[src/sv/rrfrp_pkg.sv]
// Shared types and constants for the round-robin free register picker.
package rrfrp_pkg;

	localparam int POS_W = 5;
	localparam int MASK_W = 32;
	localparam int CFG_IDX_W = 3;

	// Configuration register indexes
	localparam logic [CFG_IDX_W-1:0] CFG_USABLE_FIXED = 3'd0;
	localparam logic [CFG_IDX_W-1:0] CFG_USABLE_FLOAT = 3'd1;
	localparam logic [CFG_IDX_W-1:0] CFG_MIN_FIXED    = 3'd2;
	localparam logic [CFG_IDX_W-1:0] CFG_MAX_FIXED    = 3'd3;
	localparam logic [CFG_IDX_W-1:0] CFG_MAX_FLOAT    = 3'd4;

	// Reset values
	localparam logic [MASK_W-1:0] RST_USABLE_FIXED = 32'h8300_fffc;
	localparam logic [MASK_W-1:0] RST_USABLE_FLOAT = 32'h0000_03ff;
	localparam logic [POS_W-1:0]  RST_MIN_FIXED    = 5'd2;
	localparam logic [POS_W-1:0]  RST_MAX_FIXED    = 5'd31;
	localparam logic [POS_W-1:0]  RST_MAX_FLOAT    = 5'd9;
	localparam logic [POS_W-1:0]  RST_FIXED_PTR    = 5'd8;
	localparam logic [POS_W-1:0]  RST_FLOAT_PTR    = 5'd0;

	localparam logic MODE_FIXED = 1'b0;
	localparam logic MODE_FLOAT = 1'b1;

	typedef struct packed {
		logic              mode;
		logic [MASK_W-1:0] busy_mask;
	} req_t;

	typedef struct packed {
		logic             found;
		logic [POS_W-1:0] reg_index;
	} res_t;

	typedef struct packed {
		logic load;
		logic step;
		logic emit;
	} cmd_t;

	typedef struct packed {
		logic last;
	} sts_t;

endpackage

[src/sv/rrfrp_ctrl.sv]
// Controller state machine: request intake, scan sequencing and result handoff.
module rrfrp_ctrl (
	input  logic          clk,
	input  logic          arst_n,
	input  logic          in_valid,
	output logic          in_stall,
	output logic          out_valid,
	input  logic          out_stall,
	input  rrfrp_pkg::sts_t sts,
	output rrfrp_pkg::cmd_t cmd
);
	import rrfrp_pkg::*;

	typedef enum logic [2:0] {
		ST_IDLE = 3'b001,
		ST_SCAN = 3'b010,
		ST_WAIT = 3'b100
	} state_t;

	state_t state_q;
	state_t state_d;
	logic   out_valid_q;

	always_comb begin
		cmd = '0;
		state_d = state_q;
		unique case (state_q)
			ST_IDLE: begin
				if (in_valid) begin
					cmd.load = 1'b1;
					state_d = ST_SCAN;
				end
			end
			ST_SCAN: begin
				cmd.step = 1'b1;
				if (sts.last) begin
					state_d = ST_WAIT;
				end
			end
			ST_WAIT: begin
				// hold the result until the output register frees up
				if (!out_valid_q || !out_stall) begin
					cmd.emit = 1'b1;
					state_d = ST_IDLE;
				end
			end
			default: begin
				state_d = ST_IDLE;
			end
		endcase
	end

	always_ff @(posedge clk or negedge arst_n) begin
		if (!arst_n) begin
			state_q <= ST_IDLE;
			out_valid_q <= 1'b0;
		end else begin
			state_q <= state_d;
			if (cmd.emit) begin
				out_valid_q <= 1'b1;
			end else if (!out_stall) begin
				out_valid_q <= 1'b0;
			end
		end
	end

	assign in_stall = (state_q != ST_IDLE);
	assign out_valid = out_valid_q;

`ifndef SYNTHESIS
	a_load_starts_scan: assert property (@(posedge clk) disable iff (!arst_n)
		(in_valid && !in_stall) |=> (state_q == ST_SCAN))
		else $error("accepted request did not start a scan");

	a_emit_fills_output: assert property (@(posedge clk) disable iff (!arst_n)
		cmd.emit |=> (out_valid && state_q == ST_IDLE))
		else $error("emitted result not presented");
`endif

endmodule

[src/sv/rrfrp_dpath.sv]
// Datapath: configuration registers, bank pointers, position walker and result register.
module rrfrp_dpath #(
	parameter int REG_COUNT = 32
) (
	input  logic                             clk,
	input  logic                             arst_n,
	input  rrfrp_pkg::req_t                  in_data,
	output rrfrp_pkg::res_t                  out_data,
	input  logic                             cfg_wr,
	input  logic [rrfrp_pkg::CFG_IDX_W-1:0]  cfg_index,
	input  logic [rrfrp_pkg::MASK_W-1:0]     cfg_data,
	input  rrfrp_pkg::cmd_t                  cmd,
	output rrfrp_pkg::sts_t                  sts
);
	import rrfrp_pkg::*;

	localparam int CNT_W = (REG_COUNT > 2) ? $clog2(REG_COUNT) : 1;
	localparam logic [CNT_W-1:0] CNT_LAST = CNT_W'(REG_COUNT - 1);

	logic [MASK_W-1:0] usable_fixed_q;
	logic [MASK_W-1:0] usable_float_q;
	logic [POS_W-1:0]  min_fixed_q;
	logic [POS_W-1:0]  max_fixed_q;
	logic [POS_W-1:0]  max_float_q;
	logic [POS_W-1:0]  fixed_ptr_q;
	logic [POS_W-1:0]  float_ptr_q;

	logic              mode_q;
	logic [MASK_W-1:0] busy_q;
	logic [POS_W-1:0]  pos_q;
	logic [POS_W-1:0]  reg_q;
	logic              chosen_q;
	logic              ptr_ok_q;
	logic [CNT_W-1:0]  cnt_q;
	res_t              res_q;

	logic [MASK_W-1:0] usable;
	logic [POS_W-1:0]  lo;
	logic [POS_W-1:0]  hi;
	logic [POS_W-1:0]  npos;
	logic [POS_W-1:0]  start;
	logic              use_bit;
	logic              free_bit;

	always_comb begin
		usable = (mode_q == MODE_FLOAT) ? usable_float_q : usable_fixed_q;
		lo = (mode_q == MODE_FLOAT) ? '0 : min_fixed_q;
		hi = (mode_q == MODE_FLOAT) ? max_float_q : max_fixed_q;
		npos = (pos_q >= hi) ? lo : pos_q + POS_W'(1);
		use_bit = usable[npos];
		free_bit = !busy_q[npos];
		start = (in_data.mode == MODE_FLOAT) ? float_ptr_q : fixed_ptr_q;
		sts.last = (use_bit && chosen_q) || (cnt_q == CNT_LAST);
	end

	// configuration registers and bank pointers
	always_ff @(posedge clk or negedge arst_n) begin
		if (!arst_n) begin
			usable_fixed_q <= RST_USABLE_FIXED;
			usable_float_q <= RST_USABLE_FLOAT;
			min_fixed_q <= RST_MIN_FIXED;
			max_fixed_q <= RST_MAX_FIXED;
			max_float_q <= RST_MAX_FLOAT;
			fixed_ptr_q <= RST_FIXED_PTR;
			float_ptr_q <= RST_FLOAT_PTR;
		end else begin
			if (cfg_wr) begin
				unique case (cfg_index)
					CFG_USABLE_FIXED: usable_fixed_q <= cfg_data;
					CFG_USABLE_FLOAT: usable_float_q <= cfg_data;
					CFG_MIN_FIXED:    min_fixed_q <= cfg_data[POS_W-1:0];
					CFG_MAX_FIXED:    max_fixed_q <= cfg_data[POS_W-1:0];
					CFG_MAX_FLOAT:    max_float_q <= cfg_data[POS_W-1:0];
					default: begin
					end
				endcase
			end
			// advance the bank pointer only when a usable position followed the pick
			if (cmd.emit && ptr_ok_q) begin
				if (mode_q == MODE_FLOAT) begin
					float_ptr_q <= pos_q;
				end else begin
					fixed_ptr_q <= pos_q;
				end
			end
		end
	end

	// scan control flags
	always_ff @(posedge clk or negedge arst_n) begin
		if (!arst_n) begin
			chosen_q <= 1'b0;
			ptr_ok_q <= 1'b0;
			cnt_q <= '0;
		end else if (cmd.load) begin
			chosen_q <= !in_data.busy_mask[start];
			ptr_ok_q <= 1'b0;
			cnt_q <= '0;
		end else if (cmd.step) begin
			cnt_q <= cnt_q + CNT_W'(1);
			if (use_bit) begin
				if (chosen_q) begin
					ptr_ok_q <= 1'b1;
				end else if (free_bit) begin
					chosen_q <= 1'b1;
				end
			end
		end
	end

	// scan payload
	always_ff @(posedge clk) begin
		if (cmd.load) begin
			mode_q <= in_data.mode;
			busy_q <= in_data.busy_mask;
			pos_q <= start;
			reg_q <= start;
		end else if (cmd.step) begin
			pos_q <= npos;
			if (use_bit && !chosen_q && free_bit) begin
				reg_q <= npos;
			end
		end
		if (cmd.emit) begin
			res_q.found <= chosen_q;
			res_q.reg_index <= chosen_q ? reg_q : '0;
		end
	end

	assign out_data = res_q;

`ifndef SYNTHESIS
	a_ptr_needs_pick: assert property (@(posedge clk) disable iff (!arst_n)
		ptr_ok_q |-> chosen_q)
		else $error("pointer advance flagged without a picked register");

	a_miss_index_zero: assert property (@(posedge clk) disable iff (!arst_n)
		cmd.emit |=> (res_q.found || res_q.reg_index == '0))
		else $error("not-found result carries a nonzero index");
`endif

endmodule

[src/sv/round_robin_free_register_pick_top.sv]
// Sequence: the request is accepted in ST_IDLE, the walker steps in ST_SCAN, and the result is loaded in ST_WAIT.
// Requests do not overlap: in_stall stays high until ST_WAIT hands the result to the output register.
// The scan walker steps one register position per cycle; the bank pointer is read at accept.
// The output register lets a new request be taken while the previous result waits.
// Reset (arst_n low, asynchronous): masks, bounds and pointers return to their defaults.
// Configuration writes are taken every cycle.
module round_robin_free_register_pick_top #(
	parameter int REG_COUNT = 32
) (
	input  logic                            clk,
	input  logic                            arst_n,
	input  logic                            in_valid,
	output logic                            in_stall,
	input  rrfrp_pkg::req_t                 in_data,
	output logic                            out_valid,
	input  logic                            out_stall,
	output rrfrp_pkg::res_t                 out_data,
	input  logic                            cfg_valid,
	output logic                            cfg_ready,
	input  logic [rrfrp_pkg::CFG_IDX_W-1:0] cfg_index,
	input  logic [rrfrp_pkg::MASK_W-1:0]    cfg_data
);
	import rrfrp_pkg::*;

	cmd_t cmd;
	sts_t sts;

	assign cfg_ready = 1'b1;

	rrfrp_ctrl u_ctrl (
		.clk       (clk),
		.arst_n    (arst_n),
		.in_valid  (in_valid),
		.in_stall  (in_stall),
		.out_valid (out_valid),
		.out_stall (out_stall),
		.sts       (sts),
		.cmd       (cmd)
	);

	rrfrp_dpath #(
		.REG_COUNT (REG_COUNT)
	) u_dpath (
		.clk       (clk),
		.arst_n    (arst_n),
		.in_data   (in_data),
		.out_data  (out_data),
		.cfg_wr    (cfg_valid && cfg_ready),
		.cfg_index (cfg_index),
		.cfg_data  (cfg_data),
		.cmd       (cmd),
		.sts       (sts)
	);

endmodule
[config.mk]
export PLATFORM = sky130hd
export DESIGN_NAME = round_robin_free_register_pick_top
export DESIGN_NICKNAME = d
export VERILOG_FILES = /design/src/sv/rrfrp_pkg.sv /design/src/sv/rrfrp_ctrl.sv /design/src/sv/rrfrp_dpath.sv /design/src/sv/round_robin_free_register_pick_top.sv
export SDC_FILE = /design/constraint.sdc
export NUM_CORES = 1
export LEC_CHECK = 0
export ABC_AREA = 1
export BUFFER_PORTS_ARGS = -buffer_cell sky130_fd_sc_hd__buf_2
export CORE_ASPECT_RATIO = 0.5
export CORE_MARGIN = 4
export CORE_UTILIZATION = 60
export DETAILED_ROUTE_END_ITERATION = 10
export PLACE_DENSITY_LB_ADDON = 0.1
export SLEW_MARGIN = 30
export SYNTH_ARGS = -nofsm -noshare
export SYNTH_HDL_FRONTEND = slang
export SYNTH_HIERARCHICAL = 1
export SYNTH_SLANG_ARGS = --single-unit
[constraint.sdc]
create_clock -name clk -period 7.6 [get_ports clk]
set_input_delay 1.52 -clock clk [delete_from_list [all_inputs] [get_ports clk]]
set_output_delay 1.52 -clock clk [all_outputs]
set_load 0.005 [all_outputs]
==> results.ini, run 1 <==
[die]
core_um2=11840
rows=28
die_w_um=163.7
die_height_um=85.84
start_util=0.6140
ios=82
die_area_um2=14050

[critical_path]
r2r-start=u_dpath/mode_q$_DFFE_PP_
ff2ff_path_depth=16
crit_slowest_cell=nand2_2
cp-startpoint=u_dpath/mode_q$_DFFE_PP_
cp.buffers_inverters=2
cpMostUsedCell=nand3_1
startpoint_type=register
path_cells=buf_4 > mux2i_1 > ha_1 > nand2_1 > inv_1 > nand2_1 > nand4_1 > nand2_2 > nand2_1 > nand3_1 > nand3_1 > nand3_1 > nand3_1 > nand2_2 > nand2_2 > o21ai_1
crit_type=reg2reg
crit_required_ps=7680
path_delay_family=simple AND/OR/NAND/NOR gates
crit_path_max_incr_delay_ps=550
crit_cells=16
end_kind=register
cp_max_fo=38
cp.arrival_ps=3920

[min_path]
worstHoldStart=u_dpath/usable_fixed_q[29]$_DFFE_PN0P_
hold_path_depth=2
hold_class=reg2reg

[finish]
syn_to_final_growth_pct=14.03
diodes=0
nets=999
regArea_um2=4020
drive_gt1_frac=0.1901
fin_area_um2=8290
multi_input_area_um2=2795
nFillCells=961

[placement]
dp_hpwl_um=11310
portBuffers=80
gp_congestion=0.8678
placed_cell_area_um2=7729
place_ws_ps=3817

[clock_tree]
cts_root_buf=clkbuf_16
cts_tree=built
cts_setup_buffers=0
path_clk_slew_ps=60
cts-buffers-inserted=17
htree_levels=4
cts_max_path_buffers=2
holdBufCountCts=0
clk_latency_ps=420
clkSinkCount=149
cts_resized=0

[synthesis]
synthCells=853
syn_nets=934
synth_edf_count=49
synth.most_common_cell=nand2_1
synth.area.top_cells=dfrtp_1 22%, edfxtp_1 20%, nand2_1 16%
synthFlopType=dfrtp_1
ys_ff_latch=149
synth_area_um2=7271
ys_types=38
ys.warnings.count=6
async_reset_ff_frac=0.6711
yosysTopAreaCellShare=0.2168
syn_area_per_cell_um2=8.524
ys_seq_area_frac=0.5529
yosys.area.top_type=dfrtp_1
synth_top_cells_by_count=307 x nand2_1, 116 x nand3_1, 95 x o21ai_0

[route]
met2_length_um=7514
drt_first_iter_violations=566
post_drt_wl_per_cell_um=15.53
top_layer_used=met4
wl_met3_um=1593
first_pass_iters=5
antenna_left=0
drt-total-wl_um=17020
drc=0
wl_met1_um=7808
routed_via_density=5.482
vias=6008

[timing]
fmax_ghz=0.2604
worst_slack_ps=3760
period_share=0.5052
hold_viol_final=0
finClkSkew_ps=12.29
rsz0062_at_grt=false
final_max_slew_viol_count=0
period_minus_slack_ps=3840
worstMarginPinSlew_ps=896.1
setup_viol=0
setup-tns-final_ps=0
slew_headroom=0.3855

[power]
power_leakage_nw=4.010
ir_worst_vdd_v=0.0001978
powerDensity_nw_per_um2=387.2

[global_routing]
overflow=0
grt_pass1_vias=5496
grt_use_total=0.2504
grt_max_degree=65
grt_pass1_wl_um=27710
antenna_found_initial=0

[job]
drv_cap=0

[run_status]
status=finished, final reports clean

layout make-up:
cell class | instances | share of cell area
Multi-Input combinational cell | 594 | 0.3372
Inverter | 71 | 0.03215
Clock buffer | 20 | 0.05644
Timing Repair Buffer | 85 | 0.05312
Sequential cell | 149 | 0.4849
Clock inverter | 12 | 0.01132
Tap cell | 165 | 0.02490
cells in the final DEF (no fill, tap or decap), drive strengths merged:
cell        n
ha          8
o22ai       1
nand3b      1
nand4       7
mux2i       6
nor2       11
a21oi       5
edfxtp     49
a21o        1
inv        73
conb        1
nor4        1
nand3     119
buf        85
a31oi       1
dfstp      37
nand2     316
o21ai      99
xor2        3
clkinvlp    1
clkbuf     20
dfrtp      63
or2         4
clkinv      9
o211ai      4
nor3        6
through the flow:
step / total power, mW / util / hold WS (ps) / cells
floorplan: 2.106 / - / 423.1 / 853
global placement: 2.359 / 0.6521 / 465.1 / 1064
detailed placement: 2.390 / 0.6527 / 473.9 / 1064
CTS: 3.202 / 0.7001 / 489.4 / 1096
global route: 3.425 / 0.7001 / 501.9 / 1096
finish: 3.210 / 0.7001 / 485.2 / 1096
flip-flops by register name (all words and copies together) (netlist names):
signal                  flops
u_dpath/chosen_q            1
u_dpath/fixed_ptr_q         5
u_ctrl/out_valid            1
u_dpath/min_fixed_q         5
u_dpath/out_data            6
u_dpath/mode_q              1
u_dpath/ptr_ok_q            1
u_dpath/cnt_q               5
u_dpath/float_ptr_q         5
u_ctrl/state_q              3
u_dpath/max_fixed_q         5
u_dpath/usable_fixed_q     32
u_dpath/usable_float_q     32
u_dpath/reg_q               5
u_dpath/busy_q             32
u_dpath/pos_q               5
u_dpath/max_float_q         5
power by group:
part,total (mW),switching (mW),internal [mW]
registers,1.17,0.102,1.07
logic,1.24,0.859,0.384
clock network,0.795,0.346,0.450
cell families (layout without fill, tap and decap cells):
logic type | after synthesis | count (layout) | share of synthesized area
multiplexers | 6 | 6 | 0.008261
AO/OA/AOI/OAI | 111 | 111 | 0.08002
adder cells (fa/ha/maj) | 8 | 8 | 0.01377
flip-flops | 149 | 149 | 0.5529
buffers and inverters | 110 | 188 | 0.06539
XOR/XNOR | 3 | 3 | 0.003614
other | 1 | 1 | 0.0005158
AND/OR/NAND/NOR | 465 | 465 | 0.2755
layer usage:
metal,track usage,up-vias
li1,-,2929
met1,0.3701,2797
met2,0.3778,267
met3,0.06817,15
met4,0.04947,0
met5,0,-
worst reg2reg max path, stage by stage (launching register included):
cell	delay (ps)
edfxtp_1	340
buf_4	380
mux2i_1	280
ha_1	280
nand2_1	80
inv_1	40
nand2_1	180
nand4_1	270
nand2_2	550
nand2_1	130
nand3_1	110
nand3_1	90
nand3_1	120
nand3_1	100
nand2_2	140
nand2_2	80
o21ai_1	360
worst paths after layout:
kind | slack (ps) | end
max | 3760 | u_dpath/reg_q[2]$_DFFE_PP_
min reg2reg | 490 | u_dpath/usable_fixed_q[29]$_DFFE_PN0P_
min | 490 | u_dpath/usable_fixed_q[29]$_DFFE_PN0P_
max in group asynchronous | 5370 | u_dpath/fixed_ptr_q[4]$_DFFE_PN0P_
max reg2reg | 3760 | u_dpath/reg_q[2]$_DFFE_PP_
min in group asynchronous | 1090 | u_dpath/usable_fixed_q[30]$_DFFE_PN0P_
Note: power is estimated with default switching activity, not from simulation.
==> run 2: changes to the inputs <==
Settings changed: ABC_AREA 1 to 0, CORE_UTILIZATION 60 to 53.
Clock period 7.6 ns to 3.1 ns, I/O delays scaled along.
==> run 2 against run 1 <==
Net effect:
- the flow now finishes with violations (negative setup slack)
- via count shrank 22%
- sequential cell count unchanged
- die area up 9.6%
- sequential share of layout area decreased by 3.0 points
- total power increased to 2.8 times the previous value
- synthesized area shrank 2.5%
- cell count fell by 26%
- highest routed layer unchanged
==> results.ini, run 2 <==
[global_routing]
grt_use_total=0.2122
overflow=0
grt_max_degree=54
grt_pass1_wl_um=25760
antenna_found_initial=0
grt_pass1_vias=4860

[job]
drv_cap=0

[run_status]
status=complete, but fails checks
failed_checks=negative setup slack

[clock_tree]
clk_latency_ps=410
htree_levels=4
cts_tree=built
path_clk_slew_ps=60
cts_max_path_buffers=2
holdBufCountCts=0
cts_root_buf=clkbuf_16
clkSinkCount=149
cts-buffers-inserted=17

[critical_path]
end_kind=register
cp_max_fo=7
cp.arrival_ps=4210
ff2ff_path_depth=17
r2r-start=u_dpath/mode_q$_DFFE_PP_
crit_type=reg2reg
startpoint_type=register
rr_endpoint=u_ctrl/state_q[1]$_DFFE_PN0P_
reg2reg_slack_ps=-770
crit_required_ps=3440

[placement]
dp.cells=754
gp_congestion=0.8028
dp_hpwl_um=10520
place_ws_ps=-774.9
portBuffers=80

[route]
first_pass_iters=4
drt-total-wl_um=15860
vias=4658
routed_via_density=5.765
post_drt_wl_per_cell_um=19.63
drt_first_iter_violations=300
antenna_left=0
drc=0

[min_path]
hold_class=in2async

[timing]
period_share=1.249
period_minus_slack_ps=3872
rsz0062_at_grt=true
hold_viol_final=0
worst_slack_ps=-772.4
final_max_slew_viol_count=0
slew_headroom=0.4782
fmax_ghz=0.2582
finClkSkew_ps=9.857
worstMarginPinSlew_ps=776.7
setup_viol=9

[synthesis]
ys_ff_latch=149
synth_area_um2=7086
synth.area.top_cells=dfrtp_1 22%, edfxtp_1 21%, dfstp_2 14%
yosys.area.top_type=dfrtp_1
ys_types=67
ys_seq_area_frac=0.5674
syn_nets=568
synth_edf_count=49
syn_area_per_cell_um2=14.55
yosysTopAreaCellShare=0.2225
async_reset_ff_frac=0.6711
synth_top_cells_by_count=63 x dfrtp_1, 49 x edfxtp_1, 49 x mux2_2
synthCells=487
synth.most_common_cell=dfrtp_1
ys.warnings.count=6
synthFlopType=dfrtp_1

[die]
rows=29
die_height_um=89.76
start_util=0.5501
core_um2=12880
ios=82
die_area_um2=15400
die_w_um=171.5

[power]
powerDensity_nw_per_um2=1025
ir_worst_vdd_v=0.0005927
power_leakage_nw=3.767

[finish]
final_common_cell=buf_2
diodes=0
nets=706
drive_gt1_frac=0.4906
reg.largest.list=u_dpath/busy_q (32), u_dpath/usable_fixed_q (32), u_dpath/usable_float_q (32)
layout_common_cells=79 x buf_2, 63 x dfrtp_1, 54 x buf_4
finish.utilization=0.6855
instances_no_fill=808
syn_to_final_growth_pct=24.62

-- run 2: cell count changes after synthesis, moves of 7 or more --
cell	previous run	this run
nor2b_1	0	10
a211oi_1	0	19
inv_1	67	6
nand2_1	307	23
mux2_1	0	42
mux4_2	0	17
o21ai_0	95	4
nand3_1	116	7
a21oi_1	4	12
a21boi_0	0	7
mux2_2	0	49
mux2i_1	6	30
-- run 2: cell type report --
| class | instances | area, µm² |
|---|---|---|
| Clock buffer | 18 | 429.2 |
| Fill cell | 906 | 4051 |
| Multi-Input combinational cell | 308 | 3093 |
| Sequential cell | 149 | 4020 |
| Clock inverter | 14 | 121.4 |
| Timing Repair Buffer | 143 | 930.9 |
| Inverter | 6 | 22.52 |
| Tap cell | 170 | 212.7 |
-- run 2: how the worst max path moves through the flow --
stage / startpoint / endpoint / slack (ps) / cells past startpoint
floorplan: u_dpath/mode_q$_DFFE_PP_ / u_ctrl/state_q[1]$_DFFE_PN0P_ / -650 / 16
global placement: u_dpath/mode_q$_DFFE_PP_ / u_ctrl/state_q[1]$_DFFE_PN0P_ / -680 / 14
detailed placement: u_dpath/mode_q$_DFFE_PP_ / u_dpath/reg_q[1]$_DFFE_PP_ / -770 / 12
CTS: u_dpath/mode_q$_DFFE_PP_ / u_dpath/reg_q[1]$_DFFE_PP_ / -650 / 15
global route: u_dpath/mode_q$_DFFE_PP_ / u_ctrl/state_q[1]$_DFFE_PN0P_ / -940 / 17
finish: u_dpath/mode_q$_DFFE_PP_ / u_ctrl/state_q[1]$_DFFE_PN0P_ / -770 / 17
-- run 2: report_power, final --
group          total [mW]  internal, mW  switching (mW)
registers            2.88          2.63           0.243
clock network        1.96          1.11           0.845
logic                4.21          2.10            2.11
-- run 2: kinds of logic after synthesis --
logic type	after synthesis	synth area share
xor gates and xnor gates	6	0.007417
AOI/OAI and AO/OA	67	0.07135
buffers and inverters	31	0.02048
DFF	149	0.5674
adders and majority gates	8	0.01413
other	1	0.0005292
and+or+nand+nor	83	0.06657
muxes	142	0.2522
-- run 2: metrics by stage --
stage	hold WS [ps]	power [mW]	area [µm²]	setup TNS (ps)
global route	301.2	9.551	8830	-7173
finish	254.9	9.048	8830	-6021
floorplan	324.4	5.063	7132	-4746
detailed placement	473.5	6.265	7959	-6099
CTS	279.6	8.708	8707	-5314
global placement	460.7	6.219	7959	-5425
-- run 2: layer usage --
metal	wire, µm	GRT usage	share of wire
met5	0	0	0
met2	7018	0.3116	0.44
met3	909	0.05039	0.057
met1	7757	0.3202	0.49
met4	173	0.05274	0.011
-- run 2: timing repair --
| action | 4_1_cts | 5_1_grt |
|---|---|---|
| cloned | 1 | 0 |
| endpoints found under the setup margin | 9 | 9 |
| pin swaps | 10 | 11 |
| resized for setup | 14 | 20 |
| setup buffers | 17 | 4 |
-- run 2: critical path, stage by stage (launching register included) --
cell,delay (ps)
edfxtp_1,460
buf_6,160
buf_6,100
mux2i_2,180
ha_2,190
a21o_1,140
mux2_4,320
a41oi_4,210
buf_6,150
nand2_8,80
buf_4,140
mux4_2,290
a22o_1,190
o311ai_1,250
and4_4,340
o21bai_4,70
or3b_1,380
a21oi_2,150
==> run 3: changes to the inputs <==
Settings changed: PLACE_DENSITY set to 0.86, PLACE_DENSITY_LB_ADDON 0.1 to unset, SYNTH_HIERARCHICAL 1 to unset.
==> run 3 against run 2 <==
Net effect:
- the flow still finishes with violations (negative setup slack)
- largest power group unchanged
- register-to-register slack better by 30 ps
- sequential share of layout area down 5.7 points
- global-route usage up 7.9 points
- clock power rose by 9%
- synthesized cell count rose by 31%
- fmax is 0.72% higher
- hold slack lost 64 ps
==> results.ini, run 3 <==
[run_status]
status=complete, but fails checks
failed_checks=negative setup slack

[synthesis]
syn_nets=719
ys_seq_area_frac=0.5260
async_reset_ff_frac=0.6711
syn_area_per_cell_um2=11.98
ys.warnings.count=0
yosys.area.top_type=dfrtp_1
synth.most_common_cell=mux2_2
synth.area.top_cells=dfrtp_1 21%, edfxtp_1 19%, mux2_2 14%
ys_types=67
yosysTopAreaCellShare=0.2063
synth_area_um2=7642
synthFlopType=dfrtp_1
synth_edf_count=49
synthCells=638
synth_top_cells_by_count=96 x mux2_2, 63 x dfrtp_1, 61 x nand2_1
ys_ff_latch=149

[clock_tree]
path_clk_slew_ps=70
htree_levels=4
clkSinkCount=149
cts-buffers-inserted=17
cts_root_buf=clkbuf_16
cts_max_path_buffers=2
cts_tree=built
clk_latency_ps=430
holdBufCountCts=0

[finish]
nets=900
finish.utilization=0.7302
reg.largest.list=u_dpath.busy_q (32), u_dpath.usable_fixed_q (32), u_dpath.usable_float_q (32)
layout_common_cells=95 x buf_4, 94 x mux2_2, 79 x buf_2
drive_gt1_frac=0.5024
diodes=0
final_common_cell=buf_4
syn_to_final_growth_pct=31.97

[global_routing]
grt_pass1_wl_um=36820
top_usage_layer=met2
gr-usage-met3=0.06648
grt_max_degree=57
use_met1=0.3785
use_met2=0.4650
overflow=0
grt_pass1_vias=6779
antenna_found_initial=0
grt_use_total=0.2910

[min_path]
hold_class=in2async

[die]
rows=30
core_um2=13810
die_height_um=92.91
die_area_um2=16520
start_util=0.5533
ios=82
die_w_um=177.8

[critical_path]
path_cells=mux2_4 > ha_4 > nor2b_4 > buf_6 > o21a_4 > o21ai_4 > buf_12 > mux2i_4 > o2111ai_2 > or4_4 > nand4_1 > nand3_1 > a21o_1 > o21ai_4
reg2reg_slack_ps=-740
crit_type=reg2reg
crit_slowest_cell=edfxtp_1
crit_required_ps=3220
r2r-start=u_dpath.mode_q$_DFFE_PP_
cpMostUsedCell=o21ai_4
startpoint_type=register
rr_endpoint=u_dpath.reg_q[4]$_DFFE_PP_
ff2ff_path_depth=14
cp_max_fo=5
crit_path_max_incr_delay_ps=510
end_kind=register
cp.arrival_ps=3970

[power]
power_frac_clock=0.174
seqPwrFrac=0.247
power_leakage_nw=4.287
powerDensity_nw_per_um2=1214
ir_worst_vdd_v=0.0007915
switchingPower_mw=5.014
p_int_mw=7.236
netSwitchingFraction=0.4093
p_total_mw=12.25
combPwrFrac=0.579

[placement]
portBuffers=80
dp_hpwl_um=15230
gp_congestion=1.032

[timing]
worstMarginPinSlew_ps=822.1
worst_slack_ps=-744.5
fmax_ghz=0.2601
setup_viol=9
rsz0062_at_grt=true
hold_viol_final=0
slew_headroom=0.4486
period_minus_slack_ps=3845
finClkSkew_ps=13.28
final_max_slew_viol_count=0
period_share=1.240

[route]
routed_via_density=6.324
antenna_left=0
drc=0
vias=6476
drt-total-wl_um=23510
first_pass_iters=8
drt_first_iter_violations=962
post_drt_wl_per_cell_um=22.96

[job]
drv_cap=0

## run 3: cell count changes after synthesis, moves of 16 or more
cell     before  now
mux2_2       49   96
mux2i_1      30   46
a21oi_1      12   29
nand2_1      23   61
nor2_1       11   34
mux2_1       42    0
## run 3: critical path: cells and delay by family (launching register included)
| family | cells | cell delay (ps) |
|---|---|---|
| adder cells (fa/ha/maj) | 1 | 290 |
| AND/OR/NAND/NOR | 4 | 800 |
| flip-flops | 1 | 510 |
| buffers and inverters | 2 | 270 |
| AO/OA/AOI/OAI | 5 | 1040 |
| multiplexers | 2 | 620 |
## run 3: cell type report
class	count	area, µm²
Clock buffer	17	425.4
Clock inverter	15	188.9
Fill cell	851	3727
Inverter	4	15.01
Multi-Input combinational cell	452	3807
Sequential cell	149	4020
Tap cell	192	240.2
Timing Repair Buffer	195	1389
## run 3: worst max-delay path by stage
| stage | from | end | slack (ps) |
|---|---|---|---|
| finish | u_dpath.mode_q$_DFFE_PP_ | u_dpath.reg_q[4]$_DFFE_PP_ | -740 |
| global placement | u_dpath.mode_q$_DFFE_PP_ | u_dpath.reg_q[1]$_DFFE_PP_ | -770 |
| detailed placement | u_dpath.mode_q$_DFFE_PP_ | u_dpath.reg_q[4]$_DFFE_PP_ | -840 |
| CTS | u_dpath.mode_q$_DFFE_PP_ | u_dpath.reg_q[4]$_DFFE_PP_ | -510 |
| global route | u_dpath.mode_q$_DFFE_PP_ | u_dpath.reg_q[4]$_DFFE_PP_ | -850 |
| floorplan | u_dpath.mode_q$_DFFE_PP_ | u_dpath.reg_q[0]$_DFFE_PP_ | -630 |
## run 3: logic make-up after synthesis
family	share of synthesized area
adders and majority gates	0.01310
DFF	0.5260
muxes	0.2094
AOI/OAI and AO/OA	0.1153
buffers and inverters	0.02325
and+or+nand+nor	0.1056
xor gates and xnor gates	0.006876
other	0.0004907
## run 3: through the flow
stage	cells	hold WS, ps	setup TNS (ps)	worst slack [ps]	cell area (µm²)
floorplan	638	324.4	-4030	-625.7	7710
global placement	975	483.2	-5915	-770.9	8956
detailed placement	975	495.4	-6327	-838.4	8956
CTS	1020	214.4	-4260	-514.2	9997
global route	1024	237.6	-7214	-850.8	10090
finish	1024	190.8	-6330	-744.5	10090
## run 3: metal layers
metal,wire [µm],part of all wire
met1,9256,0.39
met3,2157,0.092
met4,1147,0.049
met2,10950,0.47
met5,0,0
## run 3: power by group through the flow
stage	logic, mW	clock network (mW)	registers (mW)
after floorplan	3.16	0	2.89
after global placement	5.43	0	2.98
after detailed placement	5.56	0	3.00
after CTS	6.56	2.16	2.99
after global routing	7.45	2.26	3.06
final	7.09	2.14	3.02
## run 3: timing repair
| item | CTS | global route |
|---|---|---|
| resized for setup | 66 | 11 |
| buffers inserted | 15 | 4 |
| setup endpoints to repair | 9 | 9 |
| pin swaps | 29 | 14 |
| hold endpoints to repair | 0 | 0 |
